## config.mk

```make
export PLATFORM = sky130hd
export DESIGN_NAME = fsrp_hash
export DESIGN_NICKNAME = d
export VERILOG_FILES = /design/src/sv/fsrp_pkg.sv /design/src/sv/fsrp_hash.sv
export SDC_FILE = /design/constraint.sdc
export NUM_CORES = 2
export LEC_CHECK = 0
export BUFFER_PORTS_ARGS = -buffer_cell sky130_fd_sc_hd__buf_4
export CAP_MARGIN = 10
export CORE_UTILIZATION = 49
export DETAILED_ROUTE_END_ITERATION = 16
export GPL_TIMING_DRIVEN = 0
export SYNTH_ARGS = -nofsm -noshare
export SYNTH_HDL_FRONTEND = slang
export SYNTH_SLANG_ARGS = --single-unit
```

## constraint.sdc

```tcl
create_clock -name clk -period 10.7 [get_ports clk]
set_input_delay 2.675 -clock clk [delete_from_list [all_inputs] [get_ports clk]]
set_output_delay 2.675 -clock clk [all_outputs]
set_load 0.1 [all_outputs]
```

## src/sv/fsrp_pkg.sv

```systemverilog
// Shared constants and helpers for the scrambled record-to-page mapper.
`timescale 1ns / 1ps
package fsrp_pkg;

	localparam int KEY_BYTES = 8;
	localparam int HASH_W    = 8 * KEY_BYTES;
	localparam int REC_W     = 40;
	localparam int RPP_W     = 16;
	localparam int ADDR_W    = 4;
	localparam int DATA_W    = 64;

	localparam logic [HASH_W-1:0] FNV_BASIS = 64'hcbf29ce484222325;

	// Register indexes (byte address = 8 * index).
	localparam logic REG_RECORD_COUNT     = 1'b0;
	localparam logic REG_RECORDS_PER_PAGE = 1'b1;

	// Multiply by the FNV prime 2^40 + 0x1b3 as a sum of shifted copies.
	function automatic logic [HASH_W-1:0] fnv_mul(input logic [HASH_W-1:0] x);
		fnv_mul = (x << 40) + (x << 8) + (x << 7) + (x << 5) + (x << 4) + (x << 1) + x;
	endfunction

endpackage

```

## src/sv/fsrp_hash.sv

```systemverilog
// FNV-1a 64 hash, one byte per pipeline stage.
`timescale 1ns / 1ps
module fsrp_hash (
	input  logic                        clk,
	input  logic                        arst_n,
	input  logic                        en,
	input  logic                        in_valid,
	input  logic [fsrp_pkg::REC_W-1:0]  key,
	output logic                        out_valid,
	output logic [fsrp_pkg::HASH_W-1:0] hash
);
	import fsrp_pkg::*;

	logic              v_s   [0:KEY_BYTES];
	logic [HASH_W-1:0] h_s   [0:KEY_BYTES];
	logic [REC_W-1:0]  key_s [0:KEY_BYTES];

	assign v_s[0]   = in_valid;
	assign h_s[0]   = FNV_BASIS;
	assign key_s[0] = key;

	for (genvar k = 0; k < KEY_BYTES; k++) begin : g_stage
		logic [7:0] byte_k;
		if (k < REC_W / 8) begin : g_byte
			assign byte_k = key_s[k][8*k +: 8];
		end else begin : g_zero
			assign byte_k = 8'd0;
		end

		always_ff @(posedge clk or negedge arst_n) begin
			if (!arst_n) begin
				v_s[k+1] <= 1'b0;
			end else if (en) begin
				v_s[k+1] <= v_s[k];
			end
		end

		always_ff @(posedge clk) begin
			if (en) begin
				h_s[k+1]   <= fnv_mul(h_s[k] ^ {{(HASH_W-8){1'b0}}, byte_k});
				key_s[k+1] <= key_s[k];
			end
		end
	end

	assign out_valid = v_s[KEY_BYTES];
	assign hash      = h_s[KEY_BYTES];

endmodule

```

* Word-level counts from Yosys, hierarchy flattened *
Index checks and enable logic that the tools add are counted.

storage, ports and cells
  register bits = 680
  output and inout bits = 65
  word-level logic and storage cells = 73

cells by class
  $add $sub $neg = 48
  bitwise operators = 5

operators with widths
  kind              count
  $add A64 B64 Y64  46
  $xor A64 B8 Y64   4
  $add A62 B64 Y64  1
  $add A64 B63 Y64  1
  $not A3 Y28       1

* Depth between registers and ports, before layout *
  depth in word-level cells = 7
  depth in mapped cells = 22

* Least setup slack after synthesis *
No wires, ideal clock.

  path kind = input-to-reg
  start = input port key[0] (netlist name)
  end = register h_s[466] (netlist name), data pin
  setup time = 0.256 ns
  arrival = 6.062 ns
  required time = 10.444 ns
  setup slack = 4.382 ns
  cell stages on the path = 18
  buffers on the path = 0
  path through = inv_1 -> fa_1 -> inv_1 -> fa_1 -> inv_1 -> ha_1 -> fa_1 -> a21o_1 -> a21oi_1 -> o21bai_1 -> a21oi_1 -> nor2b_1 -> o21a_1 -> o21ai_0 -> nand2b_1 -> a21oi_1 -> o21ai_0 -> a22o_1

between the ends
  word-level cells in the longest chain between the ends = 7

RTL lines
  element                         RTL line         source
  start, declared                 fsrp_hash.sv:8   input logic [fsrp_pkg::REC_W-1:0] key,
  $not A3 Y28 (no source line) *  -
  $add A62 B64 Y64                fsrp_pkg.sv:20   fnv_mul = (x << 40) + (x << 8) + (x << 7) + (x << 5) + (x << 4) + (x << 1) + x;
  $add A64 B64 Y64                fsrp_pkg.sv:20
  $add A64 B63 Y64                fsrp_pkg.sv:20
  $add A64 B64 Y64 (2 in series)  fsrp_pkg.sv:20
  $add A64 B64 Y64 *              fsrp_pkg.sv:20
  end signal, assigned by index   fsrp_hash.sv:40  h_s[k+1] <= fnv_mul(h_s[k] ^ {{(HASH_W-8){1'b0}}, byte_k});
  end, declared                   fsrp_hash.sv:15  logic [HASH_W-1:0] h_s [0:KEY_BYTES];

Every way passes the cells marked *; elsewhere a longest branch is shown, timed or not.
A chain may end at the register's enable or synchronous reset.

* Worst setup path after layout *
  start = register key_s, in the netlist g_stage[4].byte_k[2]
  end = register h_s[249] (netlist name), data pin

between the ends
  word-level cells in the longest chain between the ends = 7

RTL lines
  element                          RTL line         source
  start, declared                  fsrp_hash.sv:16  logic [REC_W-1:0] key_s [0:KEY_BYTES];
  start signal, assigned by index  fsrp_hash.sv:41  key_s[k+1] <= key_s[k];
  $xor A64 B8 Y64 *                fsrp_hash.sv:40
  $add A64 B64 Y64 (5 in series)   fsrp_pkg.sv:20
  $add A64 B64 Y64 *               fsrp_pkg.sv:20

Marked as above.

==> impl_metrics.csv <==
group,metric,value,unit
yosys,synth-edff-count,548,
placed_design,dpl.hpwl,173000,um
timing,fin_setup_tns,0,ns
cells_and_area,final_common_cell,"inv_1",
critical_path,r2r_cells,19,
critical_path,critPathTopFamily,"compound AO/OA/AOI/OAI gates",
clock_tree,cts_made_buffers,78,
cells_and_area,insertedDiodeCount,0,
critical_path,crit_slowest_cell,"xor2_1",
yosys,synthArstFlopShare,1.44,%
critical_path,critPathMaxStageDelay,0.86,ns
critical_path,crit_type,"register to register",
outcome,status,"completed",
critical_path,reg2reg_from,"g_stage[4].byte_k[2]",
critical_path,cp_num_cells,19,
clock_tree,hold_buffers,0,
cells_and_area,num-fill-cells,15700,
yosys,synthFlopType,"edfxtp_1",
cells_and_area,nets,11100,
global_route,grt_max_degree,124,
die,io_pins,109,
timing,min_period_over_period,70.7,%
global_route,grt-ovfl-total,0,
critical_path,worst-r2r-setup-slack,3.14,ns
drt,wl_per_cell,17.9,um
timing,slew_headroom,13.1,%
critical_path,cp_data_required_time,11.16,ns
die,die_h,423,um
run,max_cap_viol_count,0,
timing,finalSetupViolations,0,
yosys,postSynthAreaPerCell,10.2,um^2
drt,wl,199000,um
drt,drc,0,
drt,vias_per_cell,5.02,
critical_path,endpoint_kind,"register",
clock_tree,htreeDepth,3,
yosys,syn_inst,8471,
critical_path,reg2reg_to,"h_s[249]",
cells_and_area,drive_above_1_share,4.71,%
timing,min_period,7.56,ns
die,rows,154,
yosys,ys_ff_latch,556,
clock_tree,cts-root-buf,"clkbuf_16",
drt,antenna_left,0,
yosys,synthesis.nets,10900,
timing,rsz0062_at_grt,"no",
critical_path,crit_fanout,6,
yosys,syn-cell-area,86700,um^2
global_route,grt.total_usage,23.3,%
timing,finalClockSkew,0.0481,ns
critical_path,arrival,8.02,ns
yosys,seq_area_frac_synth,19.2,%
critical_path,path_cells,"xor2_1, clkinv_1, xnor2_1, ha_1, fa_1, ha_1, ha_1, fa_1, a21oi_1, o22ai_1, or4b_1, nand3_1, nand2b_1, a31oi_4, o21ai_1, a31o_2, a21o_1, mux2i_1, a211oi_1",
global_route,grt_pass1_wl,325000,um
cells_and_area,synthToLayoutAreaGrowth,7.94,%
critical_path,crit_path_start_kind,"register",
clock_tree,cts_max_path_buffers,3,
drt,dr.first_iter.drc_count,2709,
die,core_area,176000,um^2
drt,vias,55600,
clock_tree,cts_tree,"yes",
timing,hold_viol_final,0,
clock_tree,cts_resized,0,
yosys,synth_warnings,0,
yosys,synth.distinct_cells,99,
die,start_util,49.3,%
clock_tree,cts_setup_buffers,0,
critical_path,worstSetupEndpoint,"h_s[249]",
critical_path,critPathBufInv,1,
placed_design,io_buffers,108,
hold_path,hp-class,"register to register",
global_route,grt_pass1_vias,60000,
cells_and_area,layout_common_cells,"inv_1 (2713), fa_1 (1572), ha_1 (838)",
placed_design,place_congestion,0.930,
critical_path,cpMostUsedCell,"ha_1",
timing,max_freq,132,MHz
die,dieArea,179000,um^2
clock_tree,cts_sinks,556,
critical_path,crit_start,"g_stage[4].byte_k[2]",
timing,slew_violations,0,
drt,firstDrtPassIters,5,
clock_tree,insertion_delay,0.73,ns
global_route,antenna_found_initial,1,
timing,worstMarginPinSlew,1.29,ns
die,die_w,423,um
clock_tree,clk_pin_slew,0.06,ns
[sequential cells by signal (all words and copies together), names as in the netlist]
signal	flops
hash	64
key_s	48
h_s	404
v_s	7
g_stage.byte_k	32
out_valid	1
[metal layers]
layer  wire length, um  track usage [%]
met1             83500             28.9
met2            102000             41.8
met3              5950             2.33
met4              7540             8.56
met5                13                0
[Yosys cell counts, types with 11 or more instances]
cell type | count | area, um^2
inv_1 | 2713 | 10200
fa_1 | 1572 | 31500
ha_1 | 838 | 10500
edfxtp_1 | 548 | 16500
a21oi_1 | 383 | 1920
xnor2_1 | 318 | 2790
a21o_1 | 268 | 2010
nand2_1 | 229 | 860
nor2_1 | 201 | 754
o21ai_0 | 182 | 911
xor2_1 | 165 | 1450
clkbuf_1 | 92 | 345
nand3_1 | 91 | 455
o21bai_1 | 76 | 571
buf_4 | 64 | 480
and3_1 | 60 | 375
nand4_1 | 58 | 363
nor2b_1 | 54 | 338
a31oi_1 | 48 | 300
nor3_1 | 47 | 235
o21a_1 | 46 | 345
nand2b_1 | 41 | 257
a211oi_1 | 24 | 180
and2_1 | 23 | 144
o31ai_1 | 17 | 128
a21boi_0 | 15 | 113
and4_1 | 15 | 131
o211ai_1 | 15 | 113
a211o_1 | 13 | 114
a31o_2 | 12 | 105
a41oi_1 | 11 | 96.3
or3_1 | 11 | 68.8
[worst min path at each step]
stage          slack [ns]  startpoint                    to  depth (start not counted)
6_report             0.42  key_s[235]  g_stage[4].byte_k[3]                          0
5_1_grt              0.42  key_s[296]  g_stage[2].byte_k[0]                          0
3_3_place_gp         0.40  key_s[266]  g_stage[3].byte_k[2]                          0
4_1_cts              0.42  key_s[313]            key_s[273]                          0
3_5_place_dp         0.40  key_s[301]  g_stage[2].byte_k[5]                          0
2_1_floorplan        0.40  key_s[296]  g_stage[2].byte_k[0]                          0
[cell families (layout without fill, tap and decap cells)]
kind of cell    after synthesis  count (layout)  synth area share (%)
buf+inv                    2883            3146                  12.8
fa+ha+maj                  2410            2410                  48.4
compound gates             1251            1251                  9.58
simple gates                875             875                  4.99
flops                       556             556                  19.2
xor+xnor                    483             483                  4.88
mux                          13              13                 0.163
[layout make-up]
class,instances,area (um^2),share of cell area (%)
multi-input cells,5032,59000,63.1
clock buffers,82,1970,2.10
plain buffers,169,890,0.951
repair buffers,122,1050,1.12
flip-flops and latches,556,16700,17.8
clock inverters,59,885,0.945
inverters,2714,10200,10.9
well taps,2340,2930,3.13
[through the flow]
| stage | cells | utilization, % | instance area (um^2) | worst slack (ns) | hold WS (ns) |
|---|---|---|---|---|---|
| finish | 11100 | 53.2 | 93600 | 3.14 | 0.416 |
| CTS | 11100 | 53.2 | 93600 | 2.98 | 0.417 |
| detailed placement | 10900 | 51.6 | 90700 | 3.04 | 0.405 |
| global placement | 10900 | 51.4 | 90400 | 1.85 | 0.403 |
| floorplan | 8471 | - | 86700 | 4.38 | 0.400 |
| global route | 11100 | 53.2 | 93600 | 2.72 | 0.424 |
Power is left out: the tool's default activity adds up to more than one toggle a clock period on the data nets, which glitch-free logic cannot reach.
