===== src/sv/fsrp_pkg.sv =====
// Shared constants and helpers for the scrambled record-to-page mapper.
`timescale 1ns / 1ps
package fsrp_pkg;

	localparam int KEY_BYTES = 8;
	localparam int HASH_W    = 8 * KEY_BYTES;
	localparam int REC_W     = 40;
	localparam int RPP_W     = 16;
	localparam int ADDR_W    = 4;
	localparam int DATA_W    = 64;

	localparam logic [HASH_W-1:0] FNV_BASIS = 64'hcbf29ce484222325;

	// Register indexes (byte address = 8 * index).
	localparam logic REG_RECORD_COUNT     = 1'b0;
	localparam logic REG_RECORDS_PER_PAGE = 1'b1;

	// Multiply by the FNV prime 2^40 + 0x1b3 as a sum of shifted copies.
	function automatic logic [HASH_W-1:0] fnv_mul(input logic [HASH_W-1:0] x);
		fnv_mul = (x << 40) + (x << 8) + (x << 7) + (x << 5) + (x << 4) + (x << 1) + x;
	endfunction

endpackage


===== src/sv/fsrp_div.sv =====
// Restoring 40-by-16 divider, one quotient bit per stage; carries the dividend along.
`timescale 1ns / 1ps
module fsrp_div (
	input  logic                       clk,
	input  logic                       arst_n,
	input  logic                       en,
	input  logic [fsrp_pkg::RPP_W-1:0] divisor,
	input  logic                       in_valid,
	input  logic [fsrp_pkg::REC_W-1:0] dividend,
	output logic                       out_valid,
	output logic [fsrp_pkg::REC_W-1:0] dividend_out,
	output logic [fsrp_pkg::REC_W-1:0] quotient
);
	import fsrp_pkg::*;

	logic             v_s [0:REC_W];
	logic [REC_W-1:0] x_s [0:REC_W];
	logic [REC_W-1:0] q_s [0:REC_W];
	logic [RPP_W-1:0] r_s [0:REC_W];

	assign v_s[0] = in_valid;
	assign x_s[0] = dividend;
	assign q_s[0] = dividend;
	assign r_s[0] = '0;

	// q_s shifts dividend bits out at the top and quotient bits in at the bottom.
	for (genvar k = 0; k < REC_W; k++) begin : g_stage
		logic [RPP_W:0] trial;
		logic [RPP_W:0] diff;
		logic           ge;
		assign trial = {r_s[k], q_s[k][REC_W-1]};
		assign diff  = trial - {1'b0, divisor};
		assign ge    = trial >= {1'b0, divisor};

		always_ff @(posedge clk or negedge arst_n) begin
			if (!arst_n) begin
				v_s[k+1] <= 1'b0;
			end else if (en) begin
				v_s[k+1] <= v_s[k];
			end
		end

		always_ff @(posedge clk) begin
			if (en) begin
				x_s[k+1] <= x_s[k];
				q_s[k+1] <= {q_s[k][REC_W-2:0], ge};
				r_s[k+1] <= ge ? diff[RPP_W-1:0] : trial[RPP_W-1:0];
			end
		end
	end

	assign out_valid    = v_s[REC_W];
	assign dividend_out = x_s[REC_W];
	assign quotient     = q_s[REC_W];

endmodule


===== config.mk =====
export PLATFORM = sky130hd
export DESIGN_NAME = fsrp_div
export DESIGN_NICKNAME = d
export VERILOG_FILES = /design/src/sv/fsrp_pkg.sv /design/src/sv/fsrp_div.sv
export SDC_FILE = /design/constraint.sdc
export NUM_CORES = 2
export LEC_CHECK = 0
export ABC_AREA = 1
export BUFFER_PORTS_ARGS = -buffer_cell sky130_fd_sc_hd__buf_4
export CAP_MARGIN = 20
export CORE_MARGIN = 2
export CORE_UTILIZATION = 44
export CTS_CLUSTER_SIZE = 24
export DETAILED_ROUTE_END_ITERATION = 8
export SKIP_CTS_REPAIR_TIMING = 1
export SYNTH_ARGS = -nofsm -noshare
export SYNTH_HDL_FRONTEND = slang
export SYNTH_SLANG_ARGS = --single-unit

===== constraint.sdc =====
create_clock -name clk -period 5.3 [get_ports clk]
set_input_delay 0.265 -clock clk [delete_from_list [all_inputs] [get_ports clk]]
set_output_delay 0.265 -clock clk [all_outputs]
set_load 0.01 [all_outputs]

# Yosys cells after proc, flatten, opt, wreduce, memory -nomap -nowiden
# Cells that the tools add are included.
[classes]
muxes = 39
order_cmp = 40
addsub = 39
[op_table]
columns = ["cell", "count"]
rows = [
  ["17-bit by 16-bit >= comparator with 1-bit output", 39],
  ["16-bit 2-to-1 mux", 38],
  ["16-bit subtractor", 38],
  ["1-bit by 16-bit >= comparator with 1-bit output", 1],
  ["1-bit by 16-bit subtractor with 16-bit output", 1],
  ["1-bit 2-to-1 mux", 1],
]
[totals]
output_inout_bits = 81
ff_bits = 3864
elab_cells = 278
input_bits = 60

# Logic depth before layout (Yosys ltp)
[logic_depth]
word_depth = 2
depth_mapped = 15
ltp_nobuf = 13

# Worst setup path after synthesis
# Ideal clock, no wire load.
[synth_timing]
kind = "input to register"
from = "in divisor[2] in the netlist's numbering"
to = "reg r_s (netlist bit g_stage[27].trial[5]), data pin"
path_buffers = 2
setup_time_ns = 0.252
setup_slack_ns = 2.375
cell_stages = 14
required_time_ns = 5.048
arrival_ns = 2.672
cell_sequence = "clkinv_1 > ha_1 > clkbuf_2 > nand2_1 > nand2_1 > nand2_1 > nand3_1 > nand2_1 > nand3_1 > nand2_2 > nand2_4 > buf_6 > nand2_1 > nand2_1"
[synth_via]
elab_chain_cells = 2
elab_cells_between_ends = 3
classes_between = "1 x add/sub; 1 x order compare; 1 x mux"
[synth_rtl]
columns = ["item", "line_no", "rtl"]
rows = [
  ["start, declared", "fsrp_div.sv:7", "input logic [fsrp_pkg::RPP_W-1:0] divisor,"],
  ["17-bit by 16-bit >= comparator with 1-bit output", "fsrp_div.sv:33", "assign ge = trial >= {1'b0, divisor};"],
  ["named net g_stage[26].ge", "fsrp_div.sv:30", "logic ge;"],
  ["16-bit 2-to-1 mux", "fsrp_div.sv:47", "r_s[k+1] <= ge ? diff[RPP_W-1:0] : trial[RPP_W-1:0];"],
  ["end signal, assigned by index", "fsrp_div.sv:47", ""],
  ["end, declared", "fsrp_div.sv:19", "logic [RPP_W-1:0] r_s [0:REC_W];"],
]
# The timed path passes the listed nets, and every way through them passes these cells.
# A chain may end at the register's enable or synchronous reset.

# Worst setup path after layout
[layout_timing]
from = "in divisor[3] in the netlist's numbering"
to = "reg r_s (netlist bit g_stage[8].trial[8]), data pin"
[layout_via]
elab_chain_cells = 2
elab_cells_between_ends = 3
classes_between = "1 x add/sub; 1 x order compare; 1 x mux"
[layout_rtl]
columns = ["item", "line_no"]
rows = [
  ["16-bit subtractor or 17-bit by 16-bit >= comparator with 1-bit output (tied branches)", "fsrp_div.sv:32, fsrp_div.sv:33"],
  ["16-bit 2-to-1 mux (*)", "fsrp_div.sv:47"],
]
# Mark *: on every way between the ends. The rest lies on a longest branch, timed or not.

==> results.txt <==
Ratio of cells with drive above 1 in the final layout: 0.0681
Post-Syn Area: 143000 µm²
Worst hold-check path type: primary input to flop
Routed len/inst: 16.6 µm
Most frequent cells after synthesis: 4683 x nand2_1, 3044 x edfxtp_1, 1845 x inv_1, 961 x nand3_1, 626 x ha_1
Clock share of power: 0.257
Placed Cells: 17600
Most common flop cell mapped by yosys: edfxtp_1
Syn_nets: 14000
GRT Total Usage: 0.180
Ys async rst share: 0.0130
Post-synthesis instance total: 13300
DRC Markers: 0
CP Class: primary input to flop
Crit path largest cell delay: 0.63 ns
Post-Place Cell Area: 149000 µm²
Int Pwr: 55100 µW
Register bit total from synthesis: 3084
Avg Cell Area, Syn: 10.8 µm²
Sequential area share after synthesis: 0.646
Std cell rows: 209
Switching share of power: 0.363
Total grt overflow: 0
IO Port Bufs: 140
Met2 WL: 138000 µm
Min Tclk post-route: 3.05 ns
Final #Nets: 14400
Buf/Inv on CP: 5
WP data required: 5.95 ns
H-tree depth: 5
Iter 0 DRT Violations: 7225
Slowest CP cell: inv_2
Final Skew: 0.0491 ns
Final Non-Filler Cells: 18300
Largest area contributor in the netlist: edfxtp_1
Count leader, synth: nand2_1
DR top layer: met4
Global placer's final weighted congestion: 0.911
Seq pwr share: 0.402
Fillers: 29400
PwrDens: 541 nW/µm²
Initial core utilization: 0.442
NetSw: 31400 µW
Crit. End Element: flop
Vias in the first global route: 84400
Detail Route met3 WL: 15300 µm
Clk root buf: clkbuf_16
Pleak: 0.0706 µW
Synth area leaders: edfxtp_1 64%, nand2_1 12%, ha_1 5.5%
DR vias: 89100
Post-synth EDFFs: 3044
Crit-path max FO: 20
Cell variety after synth: 47
Initial antenna violation count: 10
CTS Buf Count: 332
Fin. Hold Viols: 0
Core area: 324000 µm²
Final Instance Area: 160000 µm²
DRT met1 WL: 141000 µm
Vias per cell: 4.87
Largest delay share family, worst path: buffers and inverters
Max Buffers Root-to-Sink: 4
Fmax: 328 MHz
Pin count of the biggest net entering global routing: 156
Final Max Slew Viols: 0
I/O pin cnt: 141
Die Span Y: 574 µm
Peak supply drop: 254 µV
Die W: 574 µm
Worst slew margin: 0.316
Die area: 330000 µm²
Layout Utilization: 0.494
Max-Cap Viols: 0
Critical Path Most Common Cell: nand2_1
Combinational share of power: 0.341
Worst Tran Pin Value: 1.03 ns
Share of Yosys cell area claimed by the top area cell type: 0.639
Critical Path, Cell by Cell: dlygate4sd3_1 > buf_4 > inv_2 > buf_4 > ha_1 > nand2_2 > nor2_2 > nand3_2 > nand3_2 > nand2_1 > nand2_2 > inv_1 > nand2_1 > nand2_1
CTS tree: yes
Startpoint Class: primary input
CP arrival: 3.71 ns
Part of the cycle the worst path needs: 0.576
Drt total wl: 303000 µm
Clk sinks: 3084
Dpl hpwl: 205000 µm
First-pass GRT wire length: 473000 µm
DRT Pass-1 Iters: 7
Unrepaired setup endpoints after global routing: false
Clock latency on the worst-skew pair: 0.92 ns
Detail Route Antenna Nets: 0
Run status: finished clean
Final setup viols: 0
Reg clk slew, reported paths: 0.06 ns
Synth-to-Final Area Change: 11.9%
Synth Warn #: 0
Setup TNS: 0 ns
Overall power: 86500 µW
## state kept, by name, indices dropped and copies added (netlist names)
signal / cells
dividend_out: 40
g_stage.trial: 624
out_valid: 1
q_s: 780
quotient: 40
v_s: 39
x_s: 1560
## kinds of logic (layout without fill, tap and decap cells)
logic type / after synthesis / in the layout / synth area share
other: 0 / 1 / 0
DFF: 3084 / 3084 / 0.646
and+or+nand+nor: 6756 / 6756 / 0.200
xor gates and xnor gates: 235 / 235 / 0.0144
AOI/OAI and AO/OA: 475 / 475 / 0.0179
adders and majority gates: 664 / 664 / 0.0601
buffers and inverters: 2089 / 2752 / 0.0610
## path summary, 6_finish.rpt
check | slack (ns) | start | cells past startpoint | end
worst max-delay path | 2.25 | divisor[3] | 14 | g_stage[8].trial[8]
worst min-delay path | 0.07 | divisor[1] | 5 | g_stage[3].trial[2]
worst max register to register | 2.57 | g_stage[25].trial[12] | 10 | g_stage[26].trial[14]
worst min register to register | 0.40 | x_s[1143] | 0 | x_s[1103]
max in group asynchronous | 4.68 | arst_n | 4 | v_s[22]
min in group asynchronous | 0.43 | arst_n | 4 | v_s[39]
## final cells by class
class / instances / area, µm² / area share
inverters: 1863 / 7010 / 0.0438
diodes: 1 / 2.50 / 0.0000156
clock inverters: 199 / 1840 / 0.0115
flip-flops and latches: 3084 / 92400 / 0.578
multi-input cells: 8130 / 41900 / 0.262
clock buffers: 400 / 8690 / 0.0543
well taps: 4325 / 5410 / 0.0338
repair buffers: 290 / 2750 / 0.0172
## placed cells by master, fill, tap and decap left out, types with 21 or more instances in the layout
cell type / synthesis / routed
nand2_1: 4683 / 4683
clkbuf_1: 9 / 62
or2_2: 28 / 28
nand4_1: 169 / 169
nand3_2: 26 / 26
o21ai_0: 44 / 44
xnor2_1: 57 / 57
ha_1: 626 / 626
nor2_4: 30 / 30
nor2_2: 23 / 23
dfrtp_1: 40 / 40
and2_1: 28 / 28
xor2_1: 178 / 178
bufinv_16: 0 / 21
nand3_1: 961 / 961
buf_4: 104 / 207
inv_1: 1845 / 1833
o21a_1: 27 / 27
fa_1: 38 / 38
o21bai_1: 24 / 24
edfxtp_1: 3044 / 3044
nor2_1: 482 / 482
nand2_2: 55 / 55
dlygate4sd3_1: 0 / 48
inv_2: 14 / 23
clkinv_2: 0 / 54
clkinv_1: 4 / 80
nand2_4: 28 / 28
nand3b_1: 78 / 78
clkbuf_16: 0 / 338
buf_12: 1 / 33
a21oi_1: 357 / 357
nor3_1: 113 / 113
## power groups by stage
| stage | Combinational [µW] | Clock (µW) | Sequential, µW |
|---|---|---|---|
| after detailed placement | 29200 | 0 | 35200 |
| after CTS | 29300 | 23100 | 34800 |
| after floorplan | 22900 | 0 | 33700 |
| after global routing | 33900 | 24000 | 35100 |
| after global placement | 29000 | 0 | 35300 |
| final | 29500 | 22200 | 34800 |
## through the flow
step / setup WS [ns] / hold WS (ns)
5_1_grt: 2.08 / 0.00488
4_1_cts: 2.54 / -0.724
6_report: 2.25 / 0.0666
2_1_floorplan: 2.38 / -0.0306
3_3_place_gp: 1.65 / 0.274
3_5_place_dp: 1.67 / 0.277
## routing by layer
layer  global-route usage  vias to the layer above
met4               0.0511                        0
met2                0.290                     1895
met1                0.255                    41600
met5                    0                        -
met3               0.0254                      508
li1                     -                    45100
## worst reg2reg max path, stage by stage (launching register included)
cell,delay (ns)
edfxtp_1,0.46
ha_1,0.41
nand2_1,0.11
inv_1,0.09
nand2_1,0.09
nor4_1,0.23
nand2_1,0.08
nand2_1,0.45
inv_1,0.37
nand2_1,0.14
nand2_1,0.06
(Power assumes the default switching activity.)
